[src/hw/rtl/rtt_pkg.sv]
// ----------------------------------------------------------------------------
// rtt_pkg
// Shared types, constants and helpers of the TLS record tracker/truncator.
// ----------------------------------------------------------------------------
package rtt_pkg;

    localparam int FLOW_SLOTS = 1024;
    localparam int SLOT_W     = (FLOW_SLOTS > 1) ? $clog2(FLOW_SLOTS) : 1;
    localparam int SLOT_FIELD_W = 10;

    localparam logic [7:0] CT_CHANGE_CIPHER = 8'h14;
    localparam logic [7:0] CT_ALERT         = 8'h15;
    localparam logic [7:0] CT_HANDSHAKE     = 8'h16;
    localparam logic [7:0] CT_APP_DATA      = 8'h17;
    localparam logic [7:0] TLS_MAJOR        = 8'h03;
    localparam logic [4:0] HDR_BYTES        = 5'd5;
    localparam logic [2:0] HDR_LAST         = 3'd4;

    typedef enum logic [1:0] {
        DISP_NONE      = 2'd0,
        DISP_NO_APP    = 2'd1,
        DISP_MALFORMED = 2'd2,
        DISP_PREFIX    = 2'd3
    } disp_t;

    localparam logic CMD_START = 1'b0;
    localparam logic CMD_BYTE  = 1'b1;

    typedef enum logic {
        CFG_RECORD_KEEP       = 1'b0,
        CFG_CONTINUATION_KEEP = 1'b1
    } cfg_idx_t;

    typedef struct packed {
        logic        command;
        logic [9:0]  flow_slot;
        logic [9:0]  reverse_slot;
        logic        is_tcp;
        logic        syn_or_rst;
        logic [31:0] tcp_sequence;
        logic [15:0] packet_length;
        logic [15:0] payload_start;
        logic [15:0] payload_length;
        logic [7:0]  data_byte;
        logic        last_byte;
    } in_item_t;

    typedef struct packed {
        logic [1:0]  disposition;
        logic [15:0] output_length;
    } out_item_t;

    typedef struct packed {
        logic        sync;
        logic        conf;
        logic        active;
        logic        constr;
        logic        seen;
        logic [31:0] exp_seq;
        logic [16:0] left;
    } flow_entry_t;

    typedef struct packed {
        logic open;
        logic cand;
        logic uncertain;
        logic norec;
        logic middle;
        logic resetdir;
        logic confsnap;
    } pkt_flags_t;

    typedef struct packed {
        logic              rd_en;
        logic [SLOT_W-1:0] rd_addr;
    } tbl_rd_t;

    typedef struct packed {
        logic              main_we;
        logic [SLOT_W-1:0] main_addr;
        flow_entry_t       main_data;
        logic              conf_we;
        logic [SLOT_W-1:0] conf_addr;
        logic              conf_data;
    } tbl_wr_t;

    typedef struct packed {
        disp_t       disp;
        logic        chk;
        logic [15:0] pkt_len;
        logic [15:0] pay_start;
        logic [15:0] pay_len;
        logic [15:0] cand;
    } res_t;

    // Reduces a slot field modulo the table depth by conditional subtraction.
    function automatic logic [SLOT_W-1:0] slot_of(input logic [SLOT_FIELD_W-1:0] x);
        logic [SLOT_FIELD_W-1:0] v;
        v = x;
        for (int k = SLOT_FIELD_W - 1; k >= 0; k--) begin
            if ((FLOW_SLOTS << k) < (1 << SLOT_FIELD_W)) begin
                if (int'(v) >= (FLOW_SLOTS << k)) begin
                    v = v - SLOT_FIELD_W'(FLOW_SLOTS << k);
                end
            end
        end
        return SLOT_W'(v);
    endfunction

endpackage

[src/hw/rtl/rtt_out.sv]
// ----------------------------------------------------------------------------
// rtt_out
// Result register. Holds one pending result and resolves the prefix length.
// ----------------------------------------------------------------------------
module rtt_out
    import rtt_pkg::*;
(
    input  logic      clk,
    input  logic      rst_n,
    input  logic      res_valid,
    output logic      res_ready,
    input  res_t      res,
    output logic      out_valid,
    input  logic      out_ready,
    output out_item_t out_item
);

    logic out_valid_reg;
    logic out_valid_next;
    res_t res_reg;

    assign res_ready = !out_valid_reg || out_ready;

    always_comb
    begin
        out_valid_next = out_valid_reg;
        if (res_valid && res_ready)
        begin
            out_valid_next = 1'b1;
        end
        else if (out_ready)
        begin
            out_valid_next = 1'b0;
        end
    end

    always_ff @(posedge clk or negedge rst_n)
    begin
        if (!rst_n)
        begin
            out_valid_reg <= 1'b0;
        end
        else
        begin
            out_valid_reg <= out_valid_next;
        end
    end

    always_ff @(posedge clk)
    begin
        if (res_valid && res_ready)
        begin
            res_reg <= res;
        end
    end

    // An application data prefix is reported only when it is shorter than the payload.
    always_comb
    begin
        if (res_reg.chk && res_reg.cand < res_reg.pay_len)
        begin
            out_item.disposition   = DISP_PREFIX;
            out_item.output_length = res_reg.pay_start + res_reg.cand;
        end
        else
        begin
            out_item.disposition   = res_reg.disp;
            out_item.output_length = res_reg.pkt_len;
        end
    end

    assign out_valid = out_valid_reg;

endmodule

[config.mk]
export PLATFORM = sky130hd
export DESIGN_NAME = rtt_out
export DESIGN_NICKNAME = d
export VERILOG_FILES = /design/src/hw/rtl/rtt_pkg.sv /design/src/hw/rtl/rtt_out.sv
export SDC_FILE = /design/constraint.sdc
export NUM_CORES = 1
export LEC_CHECK = 0
export ABC_AREA = 1
export ABC_CLOCK_PERIOD_IN_PS = 5100
export BUFFER_PORTS_ARGS = -buffer_cell sky130_fd_sc_hd__buf_2
export CORE_MARGIN = 2
export CORE_UTILIZATION = 45
export DETAILED_ROUTE_END_ITERATION = 10
export PLACE_DENSITY = 0.7
export SLEW_MARGIN = 20
export SYNTH_ARGS = -nofsm -noshare
export SYNTH_HDL_FRONTEND = slang
export SYNTH_SLANG_ARGS = --single-unit
[constraint.sdc]
create_clock -name clk -period 5.1 [get_ports clk]
set_input_delay 0.255 -clock clk [delete_from_list [all_inputs] [get_ports clk]]
set_output_delay 0.255 -clock clk [all_outputs]
set_load 0.01 [all_outputs]
# Yosys cells after proc, flatten, opt, wreduce, memory -nomap -nowiden

Index checks and enable logic that the tools add are counted.

Output and inout bits: 20
ROM bits: 0
Latch bits: 0
Word-level logic and storage cells: 17
Bits in registers: 68
Memory bits (writable): 0
Bits of input ports: 71
Memories: 0

Eq/ne operators: 0
$lt $le $gt $ge: 1
$mul: 0
Shifts and indexed selects: 0
Div/mod/pow operators: 0
Bitwise gates (word level): 0
Reduce and logical (&&, ||, !) cells: 5
Mux-type cells: 3
Add/sub/neg operators: 1

Operator list:

| cell                | number |
|---|---|
| two-way mux 18 bit  | 1 |
| adder 16 bit        | 1 |
| < comparator 16 bit | 1 |
| logical AND 1 bit   | 2 |
| two-way mux 1 bit   | 2 |
| nonzero test 2 bit  | 1 |
| zero test 1 bit     | 1 |
| logical OR 1 bit    | 1 |

# Depth between registers and ports, before layout

Gate-level depths: netlist (run 1).

Depth after elaboration: 4
Mapped depth: 13
Depth with buffers taken out: 12

# Least setup slack after synthesis (run 1)

OpenSTA, ideal clock, no wires.

Kind: reg2reg
Start point: reg out_valid_reg (netlist: out_valid)
End point: reg res_reg[0] (netlist bit) (enable)
Cell stages (with the launch flop): 2
Required time: 4.586 ns
Setup slack: 0.876 ns
Buffers on the path: 0
Data arrival time: 3.710 ns
Clock period less this slack: 4.224 ns
Library setup time: 0.514 ns
Cell sequence: dfrtp_1 -> a21oi_1

Word-level cells in the longest chain between the ends: 3

Ends and longest elaborated chain:

| what                   | line          | source |
|---|---|---|
| from (decl)            | rtt_out.sv:18 | `logic out_valid_reg;` |
| from (signal assigned) | rtt_out.sv:45 | `out_valid_reg <= out_valid_next;` |
| zero test 1 bit        | rtt_out.sv:22 | `assign res_ready = !out_valid_reg \|\| out_ready;` |
| logical OR 1 bit       | rtt_out.sv:22 |  |
| logical AND 1 bit      | rtt_out.sv:51 | `if (res_valid && res_ready)` |
| to (signal assigned)   | rtt_out.sv:53 | `res_reg <= res;` |
| to (decl)              | rtt_out.sv:20 | `res_t res_reg;` |

No other way between the ends.
A chain may end at the register's enable or synchronous reset.

==> results, run 1 <==
- The final count of hold timing violations was 0.
- Of all nets on the critical path, the largest fanout is 4.
- The fraction of registers with async set or reset after synthesis is 1.47%.
- The core region area is 8090 um^2.
- In this run the most critical hold path is launched from res[45].
- The worst hold path terminates at res_reg[45].
- Derived from the worst setup path, the maximum achievable clock frequency is 394 MHz.
- The run finished with clean final reports.
- The pre-CTS setup slack is 2910 ps.
- The depth of the most critical reg-to-reg path is 2.
- Yosys printed 0 warnings.
- The final setup TNS is 0 ps.
- The worst setup path is launched from a register.
- The number of buffers between clock root and the deepest sink is 2.
- Setup repair after global routing left no endpoint under its margin.
- In this run the power density over the cells is 293 nW/um^2.
- Of the cells placed in the final design, the portion with a size suffix greater than 1 is 25.9%.
- The number of DRC violations after detailed-routing iteration 0 is 119.
- The clock transition at the registers of the reported paths is 80 ps.
- The register with the most flip-flops in the layout has 67 of them.
- The number of global-route vias before repair is 2761.
- The netlist area before placement is 3700 um^2.
- The initial antenna violation count is 0.
- By area the synthesized netlist is led by sky130_fd_sc_hd__edfxtp_1 (54%), sky130_fd_sc_hd__nand2_1 (13%), sky130_fd_sc_hd__ha_1 (10%).
- Dividing the detail-routed wire length by the instance count gives 12.0 um.
- In this run the biggest area consumer among cell types represents 54.4% of the synthesized area.
- Fill cells in the final layout number 797.
- The number of buffers added on ports is 90.
- The die is 94.7 um wide.
- The design draws 1.31 mW.
- Counting stages on the worst path, the most repeated cell is sky130_fd_sc_hd__nand2_1.
- The first detailed-routing pass took 4 iterations.
- The critical path data arrival time is 2280 ps.
- Measured along the y axis, the die boundary spans 94.7 um.
- The total vias in the final route is 2753.
- The overflow left after global routing is 0.
- After detailed routing, the total wire length is 7120 um.
- The largest individual stage delay along the critical path comes from the cell sky130_fd_sc_hd__fa_1.
- The most used flip-flop cell after synthesis is sky130_fd_sc_hd__edfxtp_1.
- The initial utilization of the core area, before any placement, comes to 45.7%.
- From synthesis to final layout, the design area changed by 20.8%.
- The average size of a mapped cell is 9.69 um^2.
- The standard-cell row count is 33.
- The number of enable flip-flop cells after synthesis is 67.
- The library cell occupying the most area in the post-synthesis netlist is sky130_fd_sc_hd__edfxtp_1.
- STA puts the critical path data required time at 4850 ps.
- The number of nets with antenna violations after routing is 0.
- The max-cap check violation count is 0.
- The minimum clock period after layout is 2540 ps.
- For flop-to-flop paths, the worst setup slack is 2940 ps.
- The TritonCTS clock tree is done.
- The final weighted congestion of routability-driven global placement is 0.820.
- Post-CTS repair changed the size of 0 cells.
- Traced cell by cell, the critical path runs through ha_1, fa_1, nand3_1, nand3_2, nand2_1, nand2_2, nand2_1, nand2_1, nand2_1, nand2_1, nand2_1, nand2_1, buf_2.
- The final worst-path cycle share is 49.8%.
- After layout, the worst setup slack is 2560 ps.
- The synthesized instance count is 382.
- The first global-routing pass estimated 11800 um of wire.
- The dominant cell by count in the synthesized netlist is sky130_fd_sc_hd__nand2_1.
- In the routed design, unresolved DRC markers number 0.
- The leakage power of the design is 2.24 nW.
- The worst slew margin relative to its limit is 33.5%.
- The path type of the worst setup path is register to output port.
- Across the VDD grid, the largest voltage drop is 157 uV.
- The largest stage delay on the critical path is 430 ps.
- Sequential cells were found to cover 55.1% of the synthesized design area.
- Counting instances, the worst hold path has a depth of 1.
- The die covers 8960 um^2.
- The register area is 2040 um^2.
- Clock tree synthesis inserted a total of 9 buffers.
- The I/O pin count is 91.
- The worst setup path is captured at an output port.
- The repair_antennas step left the layout with diodes totalling 0.
- The worst register-to-register path ends at res_reg[66].
- The clock root buffer is sky130_fd_sc_hd__clkbuf_8.
- The number of nets in the final layout is 584.
- The count of unique library cells instantiated by Yosys is 24.
- The number of endpoints failing setup at the final stage is 0.
- The H-tree was split into 3 levels.
- Across the routed clock network, the largest skew measured is 8.19 ps.
- The commonest cells after synthesis are sky130_fd_sc_hd__nand2_1 (133), sky130_fd_sc_hd__edfxtp_1 (67), sky130_fd_sc_hd__inv_1 (59), sky130_fd_sc_hd__ha_1 (30), sky130_fd_sc_hd__nand3_1 (25).
- Clock latency on the worst-skew pair, taken at its later pin, is 350 ps.
- The maximum number of pins on one net before global-route repair is 39.
- The combined global-route utilization of all metal layers is 17.3%.
- In this run, synthesis produced a sequential element count of 68.
- The start of the worst register-to-register path is out_valid.
- The tree built by TritonCTS fans out to 68 sinks.
- The via density per instance is 4.65.
- The synthesized net count is 484.
- The type of the tightest min-delay check is primary input to register.
- The total count of max-transition violations in the final report is 0.
- For the pin with the worst max-slew slack, the measured transition is 995 ps.
- The detailed placer's ending HPWL is 5620 um.
- The area of combinational cells with multiple inputs is 1420 um^2.
per-layer routing:
layer	vias to the layer above	track usage (%)	share of wire (%)
li1	1451	-	-
met1	1229	19.1	43
met2	63	32.0	52
met3	10	4.47	4.5
met4	0	5.80	1.4
met5	-	0	0
metrics by stage:
stage | area, um^2 | utilization (%) | cells | hold slack [ps]
floorplan | 3700 | - | 382 | -40.6
global placement | 4270 | 52.8 | 575 | 30.0
detailed placement | 4270 | 52.8 | 575 | 31.8
CTS | 4470 | 55.2 | 592 | 53.6
global route | 4470 | 55.2 | 592 | 51.0
finish | 4470 | 55.2 | 592 | 75.7
repair_timing:
| action | CTS | global route |
|---|---|---|
| hold buffers | 1 | 0 |
| hold endpoints to repair | 1 | 0 |
| setup buffers | 0 | 0 |
cell families (layout without fill, tap and decap cells):
logic type,Yosys count,after routing,share of synthesized area [%]
xor+xnor,8,8,1.89
compound gates,15,15,2.13
simple gates,196,196,23.3
fa+ha+maj,31,31,10.7
flops,68,68,55.1
buf+inv,64,169,6.90
placed cells by master, fill, tap and decap left out, drive strengths merged, types with 8 or more instances in the layout:
cell type / instances
edfxtp: 67
buf: 91
nand2: 140
ha: 30
clkbuf: 10
inv: 62
nor2: 16
a21oi: 14
xor2: 8
nand3: 28
critical path: cells and delay by family, from the launching register on:
family,cells,cell delay [ps]
flops,1,400
simple gates,10,700
buf+inv,1,130
fa+ha+maj,2,690
cell type report:
type	instances	share of cell area, %
Multi-Input combinational cell	250	31.7
Timing Repair Buffer	92	10.5
Sequential cell	68	45.6
Tap cell	105	2.94
Clock inverter	6	1.09
Inverter	61	5.12
Clock buffer	10	3.08
worst max path at each step:
stage,slack (ps),endpoint,startpoint
after CTS,2540,out_item[14],res_reg[0]
after floorplan,880,res_reg[0],out_valid
after global routing,2370,out_item[14],res_reg[0]
after global placement,2960,out_item[14],res_reg[0]
after detailed placement,2910,res_reg[9],out_valid
final,2560,out_item[14],res_reg[0]
report_power, final:
part	switching [mW]	leakage, nW	internal, mW
Clock	0.212	0.0851	0.192
Combinational	0.146	1.50	0.0957
Sequential	0.0118	0.649	0.652
(Power assumes the default switching activity.)
==> run 2: changes to the inputs <==
ABC_CLOCK_PERIOD_IN_PS = 2250   (was 5100)
PLACE_DENSITY = 0.73   (was 0.7)
clock period = 2.25 ns   (was 5.1 ns; I/O delays follow)
==> results, run 2 (synthesis results as in run 1) <==
- The run finished, with violations left.
- The final reports fail on setup timing.
- The placed cell count is 575 (unchanged).
- The clock net sink count is 68 (unchanged).
- The internal portion of total power is 2.48 mW (+160%).
- The total vias in the final route was 3165 (+15%).
- The proportion of power drawn by flip-flops and latches was 44.4% (-6.2 points).
- The worst slew margin relative to its limit is 74.3% (+41 points).
- The standard-cell row count is 33 (unchanged).
- The overall routed net length is 9160 um (+29%).
- STA classifies the critical path startpoint as a register.
- The total count of max-transition violations in the final report was 0 (unchanged).
- The switching power total is 0.939 mW (+150%).
- The final weighted congestion of routability-driven global placement came to 0.799 (-2.6%).
- The number of buffer and inverter instances along the worst setup path is 4 (+3).
- The minimum clock period after layout is 2260 ps.
- Walking the worst path, the cells encountered are ha_4, nand2_1, inv_1, o21ai_1, nand2_1, nand2_1, nand2_4, inv_8, buf_4, nand3_2, nand2_1, buf_2.
- The fraction of final layout cells with drive strength greater than 1 came to 32.6% (+6.7 points).
- The number of DRC violations after detailed-routing iteration 0 is 84 (-29%).
- The final critical path takes up 100% of the cycle.
- The layout overhead on the synthesized area is 54.9%.
- The overflow left after global routing is 0 (unchanged).
- The start of the worst register-to-register path is out_valid.
- The antenna diode count came to 0 (unchanged).
- The number of buffers added on ports is 90 (unchanged).
- The worst-margin pin slew is 385 ps (-610 ps).
- The clock power share is 32.4% (+1.5 points).
- The largest stage delay on the critical path is 490 ps (+60 ps).
- The number of nets in the final layout is 668 (+14%).
- The area of the die came to 8960 um^2 (unchanged).
- The detailed placer's ending HPWL was 5430 um (-3.4%).
- The biggest fanout along the worst timing path is 7 (+3).
- The number of buffers between clock root and the deepest sink is 2 (unchanged).
- The number of iterations in the first detailed-routing pass is 4 (unchanged).
- The H-tree level count is 3 (unchanged).
- The total cell area at the placement stage is 4290 um^2 (+0.29%).
- The I/O pin count is 91 (unchanged).
- The max-cap check violation count is 0 (unchanged).
- The number of buffers created by CTS is 9 (unchanged).
- The highest clock rate is 443 MHz.
- The final setup TNS is -18.7 ps (-18.7 ps).
- The die outline height is 94.7 um (unchanged).
- The count of non-filler cells in the finished layout is 676 (+14%).
- The combined global-route utilization of all metal layers is 20.2% (+3.0 points).
- Tracing the worst setup path back leads to its startpoint at res_reg[9].
- The core region area was 8090 um^2 (unchanged).
- The final count of hold timing violations is 0 (unchanged).
- The number of endpoints failing setup at the final stage is 3 (+3).
- The maximum number of pins on one net before global-route repair is 68 (+74%).
- The width of the die is 94.7 um (unchanged).
- The worst vdd rail ir drop came to 411 uV (+160%).
- The cell area power density is 597 nW/um^2 (+100%).
- The net switching share of the total power came to 27.5% (-0.81 points).
- The data required time at the worst endpoint is 2140 ps (-2710 ps).
- The most frequent standard cell in the layout excluding fill and tap cells is sky130_fd_sc_hd__nand2_1.
- The number of nets with antenna violations after routing is 0 (unchanged).
- The initial antenna violation count was 0 (unchanged).
- TritonCTS built the clock tree.
- The starting density of the core came to 45.7% (unchanged).
- The fraction of power consumed by combinational cells is 23.2% (+4.7 points).
- The via density per instance is 4.68 (+0.68%).
- The capturing element type of the critical path is an output port.
- The area of combinational cells with multiple inputs is 1810 um^2 (+28%).
- Among all stages on the critical path, the largest delay is contributed by sky130_fd_sc_hd__edfxtp_1.
- The final instance area is 5730 um^2 (+28%).
- The clock transition at the registers of the reported paths is 80 ps (about the same).
- The global-route wire length before repair is 13600 um (+16%).
- The average wire per cell in the routed design is 13.5 um (+13%).
- The residual DRC count is 0 (unchanged).
- The critical path data arrival time was 2150 ps (-130 ps).
- The family of cells with the greatest summed delay on the critical path is simple AND/OR/NAND/NOR gates.
- The leakage power of the design is 2.66 nW (+19%).
- In the layout the commonest cells are sky130_fd_sc_hd__nand2_1 (123), sky130_fd_sc_hd__buf_2 (89), sky130_fd_sc_hd__dlygate4sd3_1 (69), sky130_fd_sc_hd__edfxtp_1 (67), sky130_fd_sc_hd__inv_1 (58).
- The setup clock skew after layout was 6.85 ps (-1.34 ps).
- The source-to-sink clock delay at the later pin of the worst-skew pair was 350 ps (about the same).
- The type of the tightest min-delay check is primary input to async pin.
- The register area is 2040 um^2 (unchanged).
- The number of global-route vias before repair came to 3156 (+14%).
- Setup repair after global routing could not meet its margin everywhere.
- The total of fill cells in the finished design is 617 (-23%).
- The final worst setup slack is -9.16 ps (-2570 ps).
- The number of flip-flops under the largest register name came to 67 (unchanged).
- The worst setup path is of the register to output port kind.
- The cell repeated most along the worst path is sky130_fd_sc_hd__nand2_1.
- Clock tree synthesis selected as its root buffer the cell sky130_fd_sc_hd__clkbuf_8.
run 2: repair_timing:
action / in CTS / in global routing
setup endpoints to repair: 18 / 18
pin swaps: 7 / 29
hold buffers: 69 / 0
setup buffers: 10 / 4
resized for setup: 16 / 59
hold endpoints to repair: 69 / 0
gates cloned: 0 / 2
run 2: cell type report:
type                       instances  share of cell area [%]
inverter                          61                    4.13
sequential                        68                    35.5
clock buffer                      10                    2.23
clock inverter                     6                    1.55
tap                              105                    2.29
timing repair buffer             174                    22.6
multi-input combinational        252                    31.6
run 2: metrics by stage:
step	util (%)	power, mW	hold WS, ps	setup slack, ps
2_1_floorplan	-	1.89	-183	233
3_3_place_gp	53.0	2.08	-112	259
3_5_place_dp	53.0	2.09	-110	191
4_1_cts	65.8	3.30	50.0	-27.1
5_1_grt	70.8	3.59	50.9	-147
6_report	70.8	3.42	55.1	-9.16
run 2: power groups by stage:
| stage | sequential [mW] | combinational, mW | clock (mW) |
|---|---|---|---|
| 2_1_floorplan | 1.53 | 0.368 | 0 |
| 3_3_place_gp | 1.53 | 0.546 | 0 |
| 3_5_place_dp | 1.53 | 0.555 | 0 |
| 4_1_cts | 1.50 | 0.680 | 1.11 |
| 5_1_grt | 1.52 | 0.885 | 1.18 |
| 6_report | 1.52 | 0.794 | 1.11 |
run 2: per-layer routing:
metal	vias to the layer above	share of wire, %	global-route usage [%]
met5	-	0	0
met4	0	1.2	5.43
met3	10	3.1	5.11
met2	72	56	39.2
met1	1462	40	21.6
li1	1621	-	-
run 2: worst paths after layout:
path / slack [ps] / endpoint / cells after the start
hold reg to reg: 590 / out_valid / 2
setup reg to reg: 930 / res_reg[40] / 2
hold / removal: 60 / out_valid / 2
setup / recovery: -9 / out_item[6] / 12
min in group clk: 60 / out_valid / 4
max in group asynchronous: 2110 / out_valid / 2
run 2: worst reg2reg max path: stages (launching register included):
cell and delay (ps):
sky130_fd_sc_hd__dfrtp_1 420, sky130_fd_sc_hd__a21oi_4 180, sky130_fd_sc_hd__buf_12 310
